[src/design/ppp_pkg.sv]
// ----------------------------------------------------------------------------
// ppp_pkg
// Shared widths, register indexes, pipeline records and saturation helpers
// for the point-to-pixel projection pipeline.
// ----------------------------------------------------------------------------
package ppp_pkg;

  localparam int DEF_FRAC_BITS = 16;

  localparam int PT_W    = 24;
  localparam int ROT_W   = 18;
  localparam int TRN_W   = 21;
  localparam int ROW_W   = 3 * ROT_W;
  localparam int TRS_W   = 3 * TRN_W;
  localparam int FOCAL_W = 16;
  localparam int DIM_W   = 12;
  localparam int SIZE_W  = 2 * DIM_W;
  localparam int HALF_W  = DIM_W - 1;
  localparam int PIX_W   = 16;

  // product of one rotation entry and one coordinate, and the row sum
  localparam int PROD_W = ROT_W + PT_W;
  localparam int ACC_W  = PROD_W + 2;
  // camera value, sized for the smallest supported fraction width (8)
  localparam int CAM_W  = ACC_W - 8 + 1;
  // numerator cam * focal
  localparam int NUM_W  = CAM_W + FOCAL_W + 1;
  // quotient bits kept before saturation
  localparam int QUO_W  = 17;
  // divider datapath width: holds the divisor shifted by QUO_W
  localparam int DIV_W  = CAM_W + 4 + QUO_W + 2;
  localparam int SUM_W  = QUO_W + 3;

  // configuration port
  localparam int CFG_IDX_W = 3;
  localparam int CFG_W     = 63;

  localparam logic [CFG_IDX_W-1:0] REG_ROT0  = 3'd0;
  localparam logic [CFG_IDX_W-1:0] REG_ROT1  = 3'd1;
  localparam logic [CFG_IDX_W-1:0] REG_ROT2  = 3'd2;
  localparam logic [CFG_IDX_W-1:0] REG_TRANS = 3'd3;
  localparam logic [CFG_IDX_W-1:0] REG_FOCAL = 3'd4;
  localparam logic [CFG_IDX_W-1:0] REG_SIZE  = 3'd5;

  localparam logic [ROW_W-1:0]   ROT0_RST  = ROW_W'(65536);
  localparam logic [ROW_W-1:0]   ROT1_RST  = ROW_W'(64'd17179869184);
  localparam logic [ROW_W-1:0]   ROT2_RST  = ROW_W'(64'd4503599627370496);
  localparam logic [FOCAL_W-1:0] FOCAL_RST = FOCAL_W'(8400);
  localparam logic [SIZE_W-1:0]  SIZE_RST  = SIZE_W'(1966720);

  // one lane of the restoring divider
  typedef struct packed {
    logic [DIV_W-1:0] rem;
    logic [DIV_W-1:0] den;
    logic [QUO_W-1:0] quo;
    logic             neg;   // quotient is negative
    logic             ovf;   // quotient magnitude beyond QUO_W bits
  } div_t;

  // data that rides alongside the divider
  typedef struct packed {
    logic [PT_W-1:0]   cam_x;
    logic [PT_W-1:0]   cam_y;
    logic [PT_W-1:0]   cam_z;
    logic              zero;
    logic              x_neg;
    logic              y_neg;
    logic [HALF_W-1:0] half_u;
    logic [HALF_W-1:0] half_v;
    logic [DIM_W-1:0]  width;
    logic [DIM_W-1:0]  height;
  } side_t;

  // clamp a camera value to the 24-bit output range
  function automatic logic [PT_W-1:0] sat_cam(input logic [CAM_W-1:0] v);
    logic [CAM_W-PT_W:0] top;
    top = v[CAM_W-1:PT_W-1];
    if (top == '0 || top == '1) begin
      sat_cam = v[PT_W-1:0];
    end else if (v[CAM_W-1]) begin
      sat_cam = {1'b1, {(PT_W-1){1'b0}}};
    end else begin
      sat_cam = {1'b0, {(PT_W-1){1'b1}}};
    end
  endfunction

  // clamp a pixel sum to 16 bits signed
  function automatic logic [PIX_W-1:0] sat_pix(input logic [SUM_W-1:0] v);
    logic [SUM_W-PIX_W:0] top;
    top = v[SUM_W-1:PIX_W-1];
    if (top == '0 || top == '1) begin
      sat_pix = v[PIX_W-1:0];
    end else if (v[SUM_W-1]) begin
      sat_pix = {1'b1, {(PIX_W-1){1'b0}}};
    end else begin
      sat_pix = {1'b0, {(PIX_W-1){1'b1}}};
    end
  endfunction

endpackage

[src/design/ppp_div_step.sv]
// ----------------------------------------------------------------------------
// ppp_div_step
// One registered step of the restoring divider: resolves quotient bit SHIFT.
// ----------------------------------------------------------------------------
module ppp_div_step import ppp_pkg::*; #(
  parameter int SHIFT = 0
) (
  input  logic clk,
  input  logic adv,
  input  div_t din,
  output div_t dout
);

  logic [DIV_W-1:0] sub;
  div_t             nxt;

  always_comb begin
    sub = din.den << SHIFT;
    nxt = din;
    if (din.rem >= sub) begin
      nxt.rem        = din.rem - sub;
      nxt.quo[SHIFT] = 1'b1;
    end
  end

  always_ff @(posedge clk) begin
    if (adv) begin
      dout <= nxt;
    end
  end

endmodule

[config.mk]
export PLATFORM = sky130hd
export DESIGN_NAME = ppp_div_step
export DESIGN_NICKNAME = d
export VERILOG_FILES = /design/src/design/ppp_pkg.sv /design/src/design/ppp_div_step.sv
export SDC_FILE = /design/constraint.sdc
export NUM_CORES = 1
export LEC_CHECK = 0
export BUFFER_PORTS_ARGS = -buffer_cell sky130_fd_sc_hd__buf_4
export CAP_MARGIN = 20
export CORE_MARGIN = 2
export CORE_UTILIZATION = 50
export CTS_CLUSTER_DIAMETER = 50
export DETAILED_ROUTE_END_ITERATION = 8
export PLACE_DENSITY = 0.86
export SETUP_SLACK_MARGIN = 0.15
export SLEW_MARGIN = 0
export SYNTH_ARGS = -nofsm -noshare
export SYNTH_HDL_FRONTEND = slang
export SYNTH_SLANG_ARGS = --single-unit
export TNS_END_PERCENT = 30
[constraint.sdc]
create_clock -name clk -period 7.24 [get_ports clk]
set_clock_uncertainty 0.15 [all_clocks]
set_input_delay 0.724 -clock clk [delete_from_list [all_inputs] [get_ports clk]]
set_output_delay 0.724 -clock clk [all_outputs]
set_load 0.01 [all_outputs]
Word level (Yosys, flattened, before mapping)
Cells that the tools add are included.
{"block": "totals", "register_bits": 139, "latch_bits": 0, "ram_bits": 0, "romBits": 0, "in_bits": 141, "output_inout_bits": 139, "elab_cells": 9, "n_memories": 0}
{"block": "op_classes", "addsub": 1, "multipliers": 0, "div": 0, "magnitude_cmp": 1, "n_eq_ne": 0, "shift": 0, "n_mux": 1, "n_bitwise": 0, "n_reduce_logical": 0}
{"op": "$ge 60x60->1", "count": 1}
{"op": "$mux 60", "count": 1}
{"op": "$sub 60x60->60", "count": 1}

Depth between registers and ports, before layout
Gate-level depths: netlist of run 1.
{"block": "logic_depth", "depth_word": 2, "ltp_mapped": 14, "ltp_nobuf": 12}

Least setup slack after synthesis of run 1
OpenSTA, ideal clock, no wires.
{"block": "synth_path", "kind": "input-to-reg", "from": "in din[21] (netlist name)", "to": "reg dout[134] (netlist name), data pin", "setup_time_ps": 260, "arrival_ps": 3081, "t_required_ps": 6830, "setup_slack_ps": 3749, "cell_stages": 11, "n_path_buf": 1, "cell_sequence": "inv_1 > ha_1 > nor2b_1 > o31a_1 > o31ai_4 > nand2_2 > a2111oi_2 > nor3_2 > nor3_4 > buf_2 > mux2_2"}
{"element": "start: declaration", "line_no": "ppp_div_step.sv:10", "rtl": "input div_t din,"}
{"element": "end signal: assignment", "line_no": "ppp_div_step.sv:28", "rtl": "dout <= nxt;"}
{"element": "end: declaration", "line_no": "ppp_div_step.sv:11", "rtl": "output div_t dout"}

==> flow_summary.json, run 1 <==
{
  "finalHoldViolCount": 0,
  "top_usage_layer": "met2",
  "synth-xor-area-share_pct": 4.86,
  "post_drt_wl_per_cell_um": 17.0,
  "grt_pass1_wl_mm": 36.7,
  "vdd_drop_max_mv": 0.161,
  "power.internal_mw": 1.77,
  "worst_path_max_delay_cell": "buf_4",
  "ioPinCount": 280,
  "grtUsageTotal_pct": 25.1,
  "wl_mm": 23.9,
  "mostFrequentLayoutCells": "281 x buf_4, 139 x edfxtp_1, 115 x nand2_1, 83 x inv_1, 81 x a21oi_1",
  "syn_area_um2": 8830,
  "dpl.hpwl_mm": 18.6,
  "clk_pin_slew_ns": 0.06,
  "max_cap_violations": 0,
  "sequentialPowerShare_pct": 40.4,
  "setup_tns_ns": 0,
  "grt_pass1_vias": 7464,
  "path_class": "input port to flop",
  "cts_hold_buf": 0,
  "rows": 48,
  "syn-num-nets": 1106,
  "synth_cells": 904,
  "min_from": "din[13]",
  "ctsResizeCount": 0,
  "drt-initial-drc-count": 646,
  "p_per_area_nw_per_um2": 217,
  "cts_tree": "yes",
  "vias": 7877,
  "vias_per_cell": 5.61,
  "crit_chain": "buf_4 -> inv_1 -> ha_1 -> a21oi_1 -> nand3b_1 -> o311ai_1 -> nand2_1 -> a2111oi_2 -> nor3_2 -> nor3_4 -> buf_4 -> mux2_1",
  "synth_top_family_by_area": "compound AO/OA/AOI/OAI gates",
  "cts_root_buf": "clkbuf_16",
  "grt_start_max_net_pins": 75,
  "synth_seq_cells": 139,
  "synth_edf_count": 139,
  "drv_slew": 0,
  "p_clk_share_pct": 31.9,
  "status": "completed",
  "yosysTopAreaCell": "edfxtp_1",
  "cp_max_fo": 69,
  "yosysWarnings": 0,
  "cts.sinks": 139,
  "fp.dieW_um": 137,
  "synth_fa_ha_area_share_pct": 8.72,
  "grt.met3_usage_pct": 6.37,
  "grt_util_met1_pct": 31.1,
  "min_to": "dout[13]",
  "area_growth_pct": 31.2,
  "rsz0062_at_grt": "no",
  "cts-buffers-inserted": 17,
  "nNetsFinal": 1369,
  "hold_depth": 1,
  "ys_top_cells_by_area": "edfxtp_1 47%, ha_1 8.5%, nand2_1 4.9%",
  "synth_top_area_share_pct": 47.2,
  "period_share_pct": 51.6,
  "crit_top_cell": "buf_4",
  "htreeDepth": 4,
  "use_met2_pct": 42.4,
  "io_buffers": 279,
  "setup_violations": 0,
  "syn_avg_cell_area_um2": 9.77,
  "yosysUniqueCellTypes": 66,
  "layout_commonest_cell": "buf_4",
  "core_um2": 17300,
  "fin_crit_ns": 3.74,
  "grt_antenna_before_repair": 0,
  "worst_setup_path_start_kind": "input port",
  "fill_cells": 1385,
  "synth-simple-area-share_pct": 13.2,
  "worst_pin_slew_ns": 0.928,
  "dr.pass1.iters": 5,
  "largest_reg_flops": 139,
  "p_total_mw": 2.51,
  "p_switching_uw": 745,
  "ant_nets": 0,
  "num_antenna_cells": 0,
  "critPathMaxStageDelay_ns": 0.54,
  "start_util_pct": 51.1,
  "cp_data_arrival_time_ns": 3.75,
  "critPathBufInv": 3,
  "p_comb_share_pct": 27.7,
  "synthMuxAreaShare_pct": 0.765,
  "cts.path.max_buffers": 2,
  "synth_compound_area_share_pct": 19.6,
  "clock.fmax_mhz": 267,
  "yosysSeqAreaShare_pct": 47.2,
  "cts_setup_buffers": 0,
  "ys_async_sr_fraction_pct": 0,
  "drive_above_1_share_pct": 27.4,
  "p_leak_nw": 5.16,
  "maxSlewHeadroom_pct": 38.1,
  "hold_class": "input port to flop",
  "worst_path_dominant_cell_family": "compound AO/OA/AOI/OAI gates",
  "die-area_um2": 18700,
  "cp-end-kind": "flop",
  "drc": 0,
  "overflow": 0,
  "chipHeight_um": 137,
  "synth_ff_type": "edfxtp_1",
  "largest_registers": "dout (139)",
  "gp_congestion": 0.902,
  "cp.required_ns": 7.26,
  "swShare_pct": 29.6,
  "top_register": "dout"
}
## cell families (layout without fill, tap and decap cells)
group | Yosys count | after routing
AND/OR/NAND/NOR | 251 | 251
AO/OA/AOI/OAI | 277 | 277
flip-flops | 139 | 139
adder cells (fa/ha/maj) | 61 | 61
XOR/XNOR | 49 | 49
buffers and inverters | 121 | 396
multiplexers | 6 | 6
## cell usage after synthesis (23+ instances only)
master	number
a21o_1	26
edfxtp_1	139
a21oi_1	81
xor2_1	23
o21ai_0	57
xnor2_1	26
nand2_1	115
inv_1	83
nor2_1	49
o21ai_1	29
nand4_1	26
ha_1	60
## metrics by stage
step | setup slack [ns] | util [%] | instances | hold WS (ns) | instance area (µm²)
global placement | 3.15 | 63.9 | 1373 | 0.752 | 11100
CTS | 3.45 | 67.0 | 1404 | 0.316 | 11600
detailed placement | 3.02 | 63.9 | 1373 | 0.754 | 11100
global route | 3.21 | 67.0 | 1404 | 0.311 | 11600
floorplan | 3.75 | - | 904 | 0.673 | 8830
finish | 3.50 | 67.0 | 1404 | 0.329 | 11600
## cell type report
type | count | area (µm²) | area share, %
sequential | 139 | 4170 | 36.0
multi-input combinational | 644 | 4170 | 36.0
timing repair buffer | 282 | 2120 | 18.3
clock buffer | 18 | 429 | 3.70
inverter | 83 | 312 | 2.69
tap | 225 | 282 | 2.43
clock inverter | 13 | 105 | 0.907
## per-layer routing
| metal | wire length, µm | vias up |
|---|---|---|
| met5 | 0 | - |
| met4 | 637 | 0 |
| met2 | 11500 | 328 |
| li1 | - | 3825 |
| met3 | 1910 | 44 |
| met1 | 9930 | 3680 |
## how the worst max path moves through the flow
stage / startpoint / to / slack, ns / cells past startpoint
floorplan: din[21] / dout[134] / 3.75 / 11
global placement: din[34] / dout[90] / 3.15 / 12
detailed placement: din[38] / dout[83] / 3.02 / 12
CTS: din[38] / dout[83] / 3.45 / 12
global route: din[38] / dout[83] / 3.21 / 12
finish: din[38] / dout[83] / 3.50 / 12
## power groups by stage
stage               logic (mW)  clock network [mW]  registers, mW
floorplan                0.346                   0           1.08
global placement         0.674                   0           1.03
detailed placement       0.689                   0           1.03
CTS                      0.693               0.814           1.02
global route             0.761               0.845           1.03
finish                   0.696               0.801           1.02
(Power assumes the default switching activity.)
==> run 2: changes to the inputs <==
--- a/config.mk
+++ b/config.mk
@@ -5,13 +5,14 @@
 export SDC_FILE = /design/constraint.sdc
 export NUM_CORES = 1
 export LEC_CHECK = 0
+export ABC_AREA = 1
 export BUFFER_PORTS_ARGS = -buffer_cell sky130_fd_sc_hd__buf_4
 export CAP_MARGIN = 20
 export CORE_MARGIN = 2
 export CORE_UTILIZATION = 50
 export CTS_CLUSTER_DIAMETER = 50
 export DETAILED_ROUTE_END_ITERATION = 8
-export PLACE_DENSITY = 0.86
+export PLACE_DENSITY = 0.83
 export SETUP_SLACK_MARGIN = 0.15
 export SLEW_MARGIN = 0
 export SYNTH_ARGS = -nofsm -noshare
==> constraint.sdc (replaced) <==
create_clock -name clk -period 3.6 [get_ports clk]
set_clock_uncertainty 0.15 [all_clocks]
set_input_delay 0.36 -clock clk [delete_from_list [all_inputs] [get_ports clk]]
set_output_delay 0.36 -clock clk [all_outputs]
set_load 0.01 [all_outputs]
==> run 2 against run 1 <==
Effect of this change:
- die area rose by 23%
- cell count grew 60%
- sequential power rose by 100%
- critical path type unchanged
- largest cell class is now multi-input gates
==> flow_summary.json, run 2 <==
{
  "vias": 11300,
  "cts_root_buf": "clkbuf_16",
  "drc": 0,
  "drv_slew": 0,
  "worst_pin_slew_ns": 0.711,
  "start_util_pct": 50.5,
  "syn_avg_cell_area_um2": 6.89,
  "worst_path_max_delay_cell": "dlygate4sd3_1",
  "grt_start_max_net_pins": 72,
  "worst_setup_path_start_kind": "input port",
  "dr.pass1.iters": 6,
  "synth_seq_cells": 139,
  "drive_above_1_share_pct": 18.5,
  "cts_tree": "yes",
  "p_per_area_nw_per_um2": 378,
  "max_cap_violations": 0,
  "top_register": "dout",
  "maxSlewHeadroom_pct": 52.6,
  "cts.path.max_buffers": 2,
  "yosysUniqueCellTypes": 39,
  "cts.sinks": 139,
  "status": "completed",
  "syn-num-nets": 1785,
  "post_drt_wl_per_cell_um": 16.9,
  "period_share_pct": 92.7,
  "area_growth_pct": 34.9,
  "synth_edf_count": 139,
  "worst_path_dominant_cell_family": "simple AND/OR/NAND/NOR gates",
  "vias_per_cell": 5.03,
  "chipHeight_um": 152,
  "drt-initial-drc-count": 920,
  "dpl.hpwl_mm": 29.6,
  "crit_top_cell": "nand2_1",
  "ant_nets": 0,
  "core_um2": 21600,
  "cts-buffers-inserted": 17,
  "largest_reg_flops": 139,
  "vdd_drop_max_mv": 0.306,
  "largest_registers": "dout (139)",
  "place_ws_ns": 0.433,
  "htreeDepth": 4,
  "die-area_um2": 23000,
  "ys_top_cells_by_count": "604 x nand2_1, 383 x inv_1, 139 x edfxtp_1, 94 x nor2_1, 69 x nand3_1",
  "cp_max_fo": 55,
  "cp_data_arrival_time_ns": 3.34,
  "wl_mm": 38.0,
  "synth_top_area_share_pct": 38.2,
  "grt_pass1_wl_mm": 57.0,
  "setup_violations": 0,
  "overflow": 0,
  "synth_ff_type": "edfxtp_1",
  "p_leak_nw": 8.13,
  "num_antenna_cells": 0,
  "fp.dieW_um": 152,
  "yosysSeqAreaShare_pct": 38.2,
  "cp.required_ns": 3.60,
  "yosysTopAreaCell": "edfxtp_1",
  "clock.fmax_mhz": 300,
  "fin_crit_ns": 3.34,
  "setup_ws_ns": 0.264,
  "yosysWarnings": 0,
  "grtUsageTotal_pct": 32.7,
  "finalHoldViolCount": 0,
  "grt_pass1_vias": 10800,
  "clk_pin_slew_ns": 0.07,
  "syn_area_um2": 10900,
  "path_class": "input port to flop",
  "ioPinCount": 280,
  "layout_commonest_cell": "nand2_1",
  "crit_chain": "dlygate4sd3_1 -> buf_4 -> ha_1 -> fa_1 -> inv_1 -> nand2_1 -> nand2_1 -> nand4_1 -> nand3_1 -> nand2_1 -> nand2_1 -> nand2_4 -> nand3_4 -> buf_12 -> o21ai_0",
  "nNetsFinal": 2160,
  "stdcell_area_um2": 14700,
  "synth_cells": 1583,
  "setup_tns_ns": 0,
  "critPathMaxStageDelay_ns": 0.54,
  "cp-end-kind": "flop",
  "rsz0062_at_grt": "no",
  "gp_congestion": 0.968,
  "grt_antenna_before_repair": 0,
  "mostFrequentLayoutCells": "604 x nand2_1, 383 x inv_1, 287 x buf_4, 139 x edfxtp_1, 93 x nor2_1",
  "ys_top_cells_by_area": "edfxtp_1 38%, nand2_1 21%, inv_1 13%",
  "ys_async_sr_fraction_pct": 0,
  "rows": 54,
  "critPathBufInv": 4,
  "hold_class": "input port to flop",
  "io_buffers": 279,
  "synthMostInstantiatedCell": "nand2_1",
  "placed_area_um2": 13300
}
## run 2: final timing paths
check                 cells after the start         to  slack [ns]    start
worst min-delay path                      2    dout[2]        0.03   din[2]
worst max-delay path                     15  dout[101]        0.26  din[19]
## run 2: final cells by class
type                            count  area (µm²)
Clock inverter                     15         128
Sequential cell                   139        4170
Inverter                          386        1450
Multi-Input combinational cell   1044        5170
Fill cell                        1810        6900
Clock buffer                       17         425
Timing Repair Buffer              370        3030
Tap cell                          280         350
## run 2: report_power, final
group          internal [mW]  leakage, nW  total [mW]  switching (mW)
Combinational          0.726         6.51        1.78            1.05
Clock                  0.908        0.268        1.74           0.828
Sequential              2.00         1.36        2.05          0.0567
Total                   3.63         8.13        5.57            1.93
## run 2: per-stage QoR
stage	hold WS (ns)	utilization, %	total power [mW]	std cells
after global routing	0.0372	68.1	5.81	2251
after global placement	0.388	61.6	3.69	2134
final	0.0310	68.1	5.57	2251
after CTS	0.0229	67.8	5.51	2244
after floorplan	0.309	-	3.02	1583
after detailed placement	0.389	61.6	3.73	2134
## run 2: routing by layer
metal,share of wire (%),track usage [%],wire [µm],vias up
li1,-,-,-,5622
met3,7.8,6.38,2980,59
met2,46,53.3,17500,513
met4,2.7,10.8,1010,0
met1,43,43.9,16500,5139
met5,0,0,0,-
## run 2: cells by family after synthesis
group                      count (synthesis)  share of synthesized area, %
and+or+nand+nor                          853                          33.0
xor gates and xnor gates                  30                          2.41
adders and majority gates                 61                          7.06
buffers and inverters                    400                          14.4
AOI/OAI and AO/OA                        100                          4.90
DFF                                      139                          38.2
## run 2: timing repair
item,CTS,global route
endpoints found under the hold margin,78,0
gates resized for setup,0,1
hold buffers,78,0
setup buffers,0,7
endpoints found under the setup margin,0,5
